**config.mk**
```make
export PLATFORM = sky130hd
export DESIGN_NAME = moving_mean_difference_filter
export DESIGN_NICKNAME = d
export VERILOG_FILES = /design/src/rtl/core/mmdf_pkg.sv /design/src/rtl/core/mmdf_sdiv.sv /design/src/rtl/core/moving_mean_difference_filter.sv
export SDC_FILE = /design/constraint.sdc
export NUM_CORES = 1
export LEC_CHECK = 0
export ABC_AREA = 1
export BUFFER_PORTS_ARGS = -buffer_cell sky130_fd_sc_hd__buf_2
export CAP_MARGIN = 15
export CORE_MARGIN = 3
export CORE_UTILIZATION = 62
export CTS_BUF_LIST = sky130_fd_sc_hd__clkbuf_2
export DETAILED_ROUTE_END_ITERATION = 6
export PLACE_DENSITY = 0.85
export SLEW_MARGIN = 10
export SYNTH_ARGS = -nofsm -noshare
export SYNTH_HDL_FRONTEND = slang
export SYNTH_SLANG_ARGS = --single-unit
```
**constraint.sdc**
```tcl
create_clock -name clk -period 3.5 [get_ports clk]
set_input_delay 0.175 -clock clk [delete_from_list [all_inputs] [get_ports clk]]
set_output_delay 0.175 -clock clk [all_outputs]
set_load 0.005 [all_outputs]
```
**src/rtl/core/mmdf_pkg.sv**
```systemverilog
// Package for the moving mean difference filter: widths, defaults and state type.
`timescale 1ns / 1ps
`default_nettype none
package mmdf_pkg;

  localparam int SAMPLE_W   = 18;
  localparam int OUT_W      = 19;
  localparam int WINDOW_DEF = 16;

  typedef enum logic [2:0] {
    S_IDLE,
    S_RD,
    S_LD,
    S_SER,
    S_ABS,
    S_DIV,
    S_NEG,
    S_OUT
  } state_t;

endpackage
`default_nettype wire

```
**src/rtl/core/mmdf_sdiv.sv**
```systemverilog
// Bit-serial restoring divider: unsigned dividend by a narrow unsigned divisor.
`timescale 1ns / 1ps
`default_nettype none
module mmdf_sdiv #(
  parameter int SW = 22,
  parameter int CW = 5
) (
  input  logic          clk,
  input  logic          rst_n,
  input  logic          start,
  input  logic [SW-1:0] dividend,
  input  logic [CW-1:0] divisor,
  output logic          done,
  output logic [SW-1:0] quotient
);
  localparam int CNTW = $clog2(SW);

  logic            run_r;
  logic            done_r;
  logic [CNTW-1:0] cnt_r;
  logic [SW-1:0]   dvd_r;
  logic [CW-1:0]   rem_r;
  logic [CW-1:0]   dsr_r;
  logic [CW+1:0]   trial;
  logic            qbit;
  logic [CW-1:0]   rem_nxt;

  always_comb begin
    trial   = {1'b0, rem_r, dvd_r[SW-1]} - {2'b00, dsr_r};
    qbit    = ~trial[CW+1];
    rem_nxt = qbit ? trial[CW-1:0] : {rem_r[CW-2:0], dvd_r[SW-1]};
  end

  always_ff @(posedge clk) begin
    if (!rst_n) begin
      run_r  <= 1'b0;
      done_r <= 1'b0;
      cnt_r  <= '0;
    end else begin
      done_r <= run_r && !start && (cnt_r == CNTW'(SW - 1));
      if (start) begin
        run_r <= 1'b1;
        cnt_r <= '0;
      end else if (run_r) begin
        cnt_r <= cnt_r + 1'b1;
        if (cnt_r == CNTW'(SW - 1)) run_r <= 1'b0;
      end
    end
  end

  always_ff @(posedge clk) begin
    if (start) begin
      dvd_r <= dividend;
      rem_r <= '0;
      dsr_r <= divisor;
    end else if (run_r) begin
      dvd_r <= {dvd_r[SW-2:0], qbit};
      rem_r <= rem_nxt;
    end
  end

  assign done     = done_r;
  assign quotient = dvd_r;

endmodule
`default_nettype wire

```
**src/rtl/core/moving_mean_difference_filter.sv**
```systemverilog
// Top level of the moving mean difference filter.
// Usage:
//   Input channel in_valid/in_stall/in_sample takes one signed 18-bit sample per item.
//   Output channel out_valid/out_stall/out_mean_minus_sample gives one signed 19-bit
//   result per item: the window mean (truncated toward zero) minus the sample.
//   One item is in flight at a time. From accept to result an item passes the memory read,
//   load, bit-serial sum update over SW = 18 + clog2(WINDOW) bits, abs, bit-serial divide
//   by the fill count, sign and output steps, in that order.
//   in_stall is high during reset and while an item is in work; the next item is
//   taken as soon as the block is back in idle, even while the last result still
//   waits at the output.
//   A stalled result holds in the output register; the block waits before loading
//   a new one.
//   Reset (rst_n low, synchronous) empties the window, zeroes the sum, position and
//   fill count. Ring entries not yet written read as zero through the fill count,
//   so no clearing pass is needed.
`timescale 1ns / 1ps
`default_nettype none
module moving_mean_difference_filter #(
  parameter int WINDOW = mmdf_pkg::WINDOW_DEF
) (
  input  logic                                clk,
  input  logic                                rst_n,
  input  logic                                in_valid,
  output logic                                in_stall,
  input  logic signed [mmdf_pkg::SAMPLE_W-1:0] in_sample,
  output logic                                out_valid,
  input  logic                                out_stall,
  output logic signed [mmdf_pkg::OUT_W-1:0]   out_mean_minus_sample
);
  import mmdf_pkg::*;

  localparam int SW   = SAMPLE_W + $clog2(WINDOW);
  localparam int PW   = $clog2(WINDOW);
  localparam int CW   = $clog2(WINDOW + 1);
  localparam int CNTW = $clog2(SW);

  state_t state_r, state_nxt;

  logic [SAMPLE_W-1:0] mem_r [WINDOW];
  logic [SAMPLE_W-1:0] rd_r;
  logic [SAMPLE_W-1:0] x_r;
  logic [PW-1:0]       pos_r;
  logic [PW-1:0]       addr_r;
  logic [CW-1:0]       fill_r;
  logic                full_r;
  logic [SW-1:0]       sum_r;
  logic [SW-1:0]       old_sr;
  logic [SW-1:0]       x_sr;
  logic                c1_r, c2_r;
  logic [CNTW-1:0]     ser_cnt_r;
  logic                neg_r;
  logic [OUT_W-1:0]    mean_r;
  logic                out_valid_r;
  logic [OUT_W-1:0]    out_r;

  logic                in_take;
  logic                div_start;
  logic                div_done;
  logic [SW-1:0]       div_q;
  logic [SW-1:0]       abs_sum;
  logic                s_b, o_b, x_b, a_b, r_b, c1_nxt, c2_nxt;
  logic                out_free;

  assign in_take  = in_valid && !in_stall;
  assign out_free = !out_valid_r || !out_stall;
  assign abs_sum  = sum_r[SW-1] ? (~sum_r + 1'b1) : sum_r;

  // serial sum update: sum - old + x, one bit per cycle, LSB first
  always_comb begin
    s_b    = sum_r[0];
    o_b    = ~old_sr[0];
    x_b    = x_sr[0];
    a_b    = s_b ^ o_b ^ c1_r;
    c1_nxt = (s_b & o_b) | (s_b & c1_r) | (o_b & c1_r);
    r_b    = a_b ^ x_b ^ c2_r;
    c2_nxt = (a_b & x_b) | (a_b & c2_r) | (x_b & c2_r);
  end

  always_comb begin
    state_nxt = state_r;
    in_stall  = !rst_n || (state_r != S_IDLE);
    div_start = 1'b0;
    case (state_r)
      S_IDLE: if (in_valid) state_nxt = S_RD;
      S_RD:   state_nxt = S_LD;
      S_LD:   state_nxt = S_SER;
      S_SER:  if (ser_cnt_r == CNTW'(SW - 1)) state_nxt = S_ABS;
      S_ABS: begin
        div_start = 1'b1;
        state_nxt = S_DIV;
      end
      S_DIV:  if (div_done) state_nxt = S_NEG;
      S_NEG:  state_nxt = S_OUT;
      S_OUT:  if (out_free) state_nxt = S_IDLE;
      default: state_nxt = S_IDLE;
    endcase
  end

  always_ff @(posedge clk) begin
    if (!rst_n) begin
      state_r     <= S_IDLE;
      pos_r       <= '0;
      fill_r      <= '0;
      sum_r       <= '0;
      ser_cnt_r   <= '0;
      out_valid_r <= 1'b0;
    end else begin
      state_r <= state_nxt;
      if (in_take) begin
        pos_r <= (pos_r == PW'(WINDOW - 1)) ? '0 : pos_r + 1'b1;
        if (fill_r != CW'(WINDOW)) fill_r <= fill_r + 1'b1;
      end
      if (state_r == S_LD) ser_cnt_r <= '0;
      if (state_r == S_SER) begin
        sum_r     <= {r_b, sum_r[SW-1:1]};
        ser_cnt_r <= ser_cnt_r + 1'b1;
      end
      if (state_r == S_OUT && out_free) out_valid_r <= 1'b1;
      else if (!out_stall) out_valid_r <= 1'b0;
    end
  end

  always_ff @(posedge clk) begin
    if (in_take) begin
      x_r    <= in_sample;
      addr_r <= pos_r;
      full_r <= (fill_r == CW'(WINDOW));
    end
    if (state_r == S_RD) rd_r <= mem_r[addr_r];
    if (state_r == S_ABS) mem_r[addr_r] <= x_r;
    if (state_r == S_LD) begin
      old_sr <= full_r ? {{(SW-SAMPLE_W){rd_r[SAMPLE_W-1]}}, rd_r} : '0;
      x_sr   <= {{(SW-SAMPLE_W){x_r[SAMPLE_W-1]}}, x_r};
      c1_r   <= 1'b1;
      c2_r   <= 1'b0;
    end
    if (state_r == S_SER) begin
      old_sr <= {old_sr[SW-1], old_sr[SW-1:1]};
      x_sr   <= {x_sr[SW-1], x_sr[SW-1:1]};
      c1_r   <= c1_nxt;
      c2_r   <= c2_nxt;
    end
    if (state_r == S_ABS) neg_r <= sum_r[SW-1];
    if (state_r == S_NEG) mean_r <= neg_r ? (~div_q[OUT_W-1:0] + 1'b1) : div_q[OUT_W-1:0];
    if (state_r == S_OUT && out_free) out_r <= mean_r - {x_r[SAMPLE_W-1], x_r};
  end

  mmdf_sdiv #(
    .SW(SW),
    .CW(CW)
  ) u_div (
    .clk      (clk),
    .rst_n    (rst_n),
    .start    (div_start),
    .dividend (abs_sum),
    .divisor  (fill_r),
    .done     (div_done),
    .quotient (div_q)
  );

  assign out_valid             = out_valid_r;
  assign out_mean_minus_sample = out_r;

endmodule
`default_nettype wire

```
==> report_table.html <==
<table>
<tr><th>Metric</th><th>Value</th></tr>
<tr><th colspan="2">Setup path</th></tr>
<tr><td>Origin of the critical flop-to-flop path</td><td>state_r[0]</td></tr>
<tr><td>Critical path type</td><td>flip-flop to flip-flop</td></tr>
<tr><td>Capture point of the worst path</td><td>x_sr[2]</td></tr>
<tr><td>Worst setup EP type</td><td>flip-flop</td></tr>
<tr><td>Path depth of the worst reg2reg path</td><td>7</td></tr>
<tr><td>WP data arrival</td><td>about 3400 ps</td></tr>
<tr><td>Endpoint required time on the critical path</td><td>4190 ps</td></tr>
<tr><td>Startpoint of the worst setup timing path</td><td>state_r[0]</td></tr>
<tr><td>Worst r2r dst</td><td>x_sr[2]</td></tr>
<tr><td>Critical-path maximum fanout</td><td>25</td></tr>
<tr><td>Worst-case register-to-register setup slack</td><td>790 ps</td></tr>
<tr><td>Kind of start point of the critical path</td><td>flip-flop</td></tr>
<tr><th colspan="2">Power and ir drop</th></tr>
<tr><td>Power Internal</td><td>9.495 mW</td></tr>
<tr><td>Power Dens Cells</td><td>618.5 mW/mm^2</td></tr>
<tr><td>Max VDD drop</td><td>around 0.39 mV</td></tr>
<tr><td>Switching Power</td><td>4.579 mW</td></tr>
<tr><td>Proportion of power drawn by flip-flops and latches</td><td>~55%</td></tr>
<tr><td>Switch share</td><td>32.54%</td></tr>
<tr><td>Leak</td><td>about 8.7 nW</td></tr>
<tr><td>Comb power frac</td><td>20.0%</td></tr>
<tr><td>Clock Power Share</td><td>24.9%</td></tr>
<tr><th colspan="2">Clocking</th></tr>
<tr><td>Number of buffers inserted to repair setup after CTS</td><td>0</td></tr>
<tr><td>CTS tree</td><td>yes</td></tr>
<tr><td>Maximum number of buffers from clock root to sink</td><td>3</td></tr>
<tr><td>Clock Tree Root</td><td>sky130_fd_sc_hd__clkbuf_2</td></tr>
<tr><td>Clock buffers created by TritonCTS</td><td>112</td></tr>
<tr><td>H-tree levels</td><td>3</td></tr>
<tr><td>Clock latency at the later pin of the worst-skew pair</td><td>1010 ps</td></tr>
<tr><td>Clock-pin transition on the worst setup and hold timing paths</td><td>110 ps</td></tr>
<tr><td>TritonCTS Sinks</td><td>between 400 and 500</td></tr>
<tr><th colspan="2">Logic synthesis</th></tr>
<tr><td>Yosys warnings</td><td>0</td></tr>
<tr><td>Mean instance size in the synthesized netlist</td><td>11.91 um^2</td></tr>
<tr><td>Distinct cell type count of the synthesized netlist</td><td>32</td></tr>
<tr><td>Number of cells produced by synthesis</td><td>1,727</td></tr>
<tr><td>Cell area after technology mapping</td><td>0.02056 mm^2</td></tr>
<tr><td>Sequential element share of the synthesized area</td><td>a little over two thirds</td></tr>
<tr><td>Flip-flop and latch count after synthesis</td><td>about 500</td></tr>
<tr><td>Synth Net Count</td><td>approximately 1,800</td></tr>
<tr><th colspan="2">GRT</th></tr>
<tr><td>Global routing usage on met3</td><td>7.815%</td></tr>
<tr><td>Maximum number of pins on one net before global-route repair</td><td>91</td></tr>
<tr><td>Number of antenna violations at the first check in global routing</td><td>2</td></tr>
<tr><td>Grt met2 use</td><td>roughly 43%</td></tr>
<tr><td>Via count of the first global-routing pass</td><td>14,310</td></tr>
<tr><td>GRT overflow</td><td>0</td></tr>
<tr><td>First-pass GRT wire length</td><td>roughly 75 mm</td></tr>
<tr><td>Met1 track demand over resource in global routing</td><td>36.41%</td></tr>
<tr><td>Global-route usage over all layers</td><td>27.35%</td></tr>
<tr><td>GR peak layer</td><td>met2</td></tr>
<tr><th colspan="2">Floorplanning</th></tr>
<tr><td>Top-Level Pins</td><td>43</td></tr>
<tr><td>Width of the die</td><td>188.1 um</td></tr>
<tr><td>Number of placement rows</td><td>66</td></tr>
<tr><td>Initial cell density of the core</td><td>a little over three fifths</td></tr>
<tr><td>Die extent in y</td><td>188.1 um</td></tr>
<tr><td>Area of the core</td><td>0.03262 mm^2</td></tr>
<tr><td>Die Outline Area</td><td>0.03538 mm^2</td></tr>
<tr><th colspan="2">Hold path</th></tr>
<tr><td>Min-Delay Path Class</td><td>input pin to flip-flop</td></tr>
<tr><th colspan="2">Timing</th></tr>
<tr><td>Slew Viols, Final</td><td>0</td></tr>
<tr><td>Final hold violations</td><td>0</td></tr>
<tr><td>Fmax</td><td>about 370 MHz</td></tr>
<tr><td>Transition time at the pin with the least slew margin</td><td>1207 ps</td></tr>
<tr><td>Setup violation total in the final timing report</td><td>0</td></tr>
<tr><td>Post-Route Skew</td><td>66.04 ps</td></tr>
<tr><td>Unrepaired setup endpoints after global routing</td><td>false</td></tr>
<tr><td>Clock period minus final worst setup slack</td><td>between 2000 and 3000 ps</td></tr>
<tr><td>Setup tns final</td><td>0 ps</td></tr>
<tr><td>Final cycle utilization of the critical path</td><td>77.37%</td></tr>
<tr><td>Slew Limit Headroom</td><td>roughly a fifth</td></tr>
<tr><th colspan="2">Routing</th></tr>
<tr><td>DRC errors left</td><td>0</td></tr>
<tr><td>Post-route ant nets</td><td>0</td></tr>
<tr><td>Routed wire length</td><td>47.69 mm</td></tr>
<tr><td>Detailed Route Iter0 Violations</td><td>about 1,800</td></tr>
<tr><td>Detailed-router iteration count before antenna repair</td><td>6</td></tr>
<tr><td>Avg Vias per Cell</td><td>5.883</td></tr>
<tr><td>Average wire per cell in the routed design</td><td>around 20 um</td></tr>
<tr><td>Number of vias in the routed layout</td><td>~14,000</td></tr>
<tr><th colspan="2">Layout</th></tr>
<tr><td>Layout cells sized above 1</td><td>between 10 and 15%</td></tr>
<tr><td>Number of nets in the finished design</td><td>around 2,000</td></tr>
<tr><td>Area growth, synth to finish</td><td>10.68%</td></tr>
<tr><td>Final Cell Area</td><td>about 0.023 mm^2</td></tr>
<tr><td>Fill cell total of the finished layout</td><td>2,180</td></tr>
<tr><th colspan="2">Outcome</th></tr>
<tr><td>Status</td><td>completed</td></tr>
<tr><th colspan="2">Place</th></tr>
<tr><td>Number of input and output port buffers inserted</td><td>42</td></tr>
<tr><td>Post-Place Cell Area</td><td>0.02131 mm^2</td></tr>
<tr><td>DPL Wire Length</td><td>28.53 mm</td></tr>
<tr><td>RD Place Congestion</td><td>0.8829</td></tr>
<tr><th colspan="2">Run</th></tr>
<tr><td>MaxCap Viol Count</td><td>0</td></tr>
</table>
worst max-delay path, stage by stage, from the launching register on:
cell and delay, ps:
sky130_fd_sc_hd__dfxtp_1 390, sky130_fd_sc_hd__inv_1 100, sky130_fd_sc_hd__ha_1 240, sky130_fd_sc_hd__nand2_1 100
sky130_fd_sc_hd__inv_1 50, sky130_fd_sc_hd__nor2_1 160, sky130_fd_sc_hd__clkinv_1 810, sky130_fd_sc_hd__buf_4 550
registers in the layout, indices dropped and copies added (netlist names), 18 cells and up:
name / count
mem_r: 288
x_r: 18
u_div.quotient: 22
sum_r: 22
mean_r: 19
x_sr: 22
rd_r: 18
out_mean_minus_sample: 19
old_sr: 22
placed cells by master (no fill, tap or decap), types with 5 or more instances in the layout:
cell and instances:
sky130_fd_sc_hd__a21oi_1 60, sky130_fd_sc_hd__a22oi_1 145, sky130_fd_sc_hd__buf_2 42, sky130_fd_sc_hd__buf_4 29, sky130_fd_sc_hd__clkbuf_2 163, sky130_fd_sc_hd__clkinv_1 37
sky130_fd_sc_hd__dfxtp_1 52, sky130_fd_sc_hd__dlygate4sd3_1 42, sky130_fd_sc_hd__edfxtp_1 441, sky130_fd_sc_hd__ha_1 36, sky130_fd_sc_hd__inv_1 127, sky130_fd_sc_hd__inv_2 8
sky130_fd_sc_hd__nand2_1 409, sky130_fd_sc_hd__nand3_1 83, sky130_fd_sc_hd__nand3b_1 7, sky130_fd_sc_hd__nand4_1 28, sky130_fd_sc_hd__nor2_1 80, sky130_fd_sc_hd__nor2_2 17
sky130_fd_sc_hd__nor2_4 5, sky130_fd_sc_hd__nor3_1 8, sky130_fd_sc_hd__o21ai_0 104, sky130_fd_sc_hd__xnor2_1 6, sky130_fd_sc_hd__xor2_1 27
routing by layer:
layer | wire length (um) | up-vias
met2 | 22310 | 889
met1 | 17980 | 6688
met3 | 6034 | 111
met4 | 1360 | 2
met5 | 7 | -
li1 | - | 6588
metrics by stage:
stage / util (%) / instances / total power, mW / setup WS, ps / hold WS (ps)
CTS: 69.72 / 2425 / 14.04 / 888.8 / 228.4
global placement: 65.34 / 2179 / 10.43 / 1053 / 351.4
detailed placement: 65.34 / 2179 / 10.57 / 935.4 / 353.4
floorplan: - / 1727 / 9.698 / 1217 / 273.9
finish: 69.77 / 2427 / 14.07 / 792.2 / 269.9
global route: 69.77 / 2427 / 14.84 / 638.4 / 268.9
cells in the mapped netlist (all sizes together):
cell type	n	area, um^2
nand3	83	415.4
and3	3	18.77
buf	41	203.9
a211oi	1	7.510
nor4	2	12.51
or2	4	25.02
o21ai	104	520.5
o211ai	2	15.01
nor3	8	40.04
and2	1	6.260
clkinv	2	7.510
a22oi	145	1089
nand4	29	187.7
ha	36	450.4
nand2	409	1535
clkbuf	20	75.07
o21bai	2	15.01
dfxtp	52	1041
nor2	102	415.4
fa	4	80.08
inv	134	503.0
a21oi	61	305.3
nand3b	7	52.55
o31ai	1	7.510
xnor2	6	52.55
xor2	27	236.5
edfxtp	441	13240
worst min path at each step:
stage                             start        end  slack, ps  cells past startpoint
after floorplan            in_sample[0]     x_r[0]        270                      0
after global placement    in_sample[13]    x_r[13]        350                      1
after detailed placement  in_sample[12]    x_r[12]        350                      1
after CTS                      in_valid  fill_r[4]        230                      6
after global routing           in_valid  fill_r[0]        270                      5
final                          in_valid  fill_r[2]        270                      6
logic make-up (layout without fill, tap and decap cells):
kind of cell | count (synthesis) | count (layout) | synth area share, %
XOR/XNOR | 33 | 33 | 1.406
AO/OA/AOI/OAI | 316 | 316 | 9.530
buffers and inverters | 197 | 454 | 3.840
adder cells (fa/ha/maj) | 40 | 40 | 2.580
flip-flops | 493 | 493 | 69.47
AND/OR/NAND/NOR | 648 | 648 | 13.17
other | 0 | 1 | 0
power by group through the flow:
| stage | registers (mW) | logic, mW | clock network (mW) |
|---|---|---|---|
| CTS | 7.72 | 2.77 | 3.54 |
| detailed placement | 7.85 | 2.72 | 0 |
| finish | 7.74 | 2.82 | 3.51 |
| global placement | 7.82 | 2.61 | 0 |
| global route | 7.80 | 3.18 | 3.87 |
| floorplan | 7.68 | 2.02 | 0 |
area by class of cell:
cell class | instances | area, um^2 | area share (%)
clock buffers | 163 | 815.8 | 3.585
repair buffers | 114 | 859.6 | 3.777
flip-flops and latches | 493 | 14280 | 62.77
well taps | 442 | 553.0 | 2.430
diodes | 1 | 2.502 | 0.01100
multi-input cells | 1037 | 5539 | 24.34
inverters | 136 | 510.5 | 2.243
clock inverters | 41 | 192.7 | 0.8467
repair_timing:
action	CTS	global route
endpoints found under the hold margin	107	0
resized for setup	0	0
hold buffers	42	0
(Power assumes the default switching activity.)
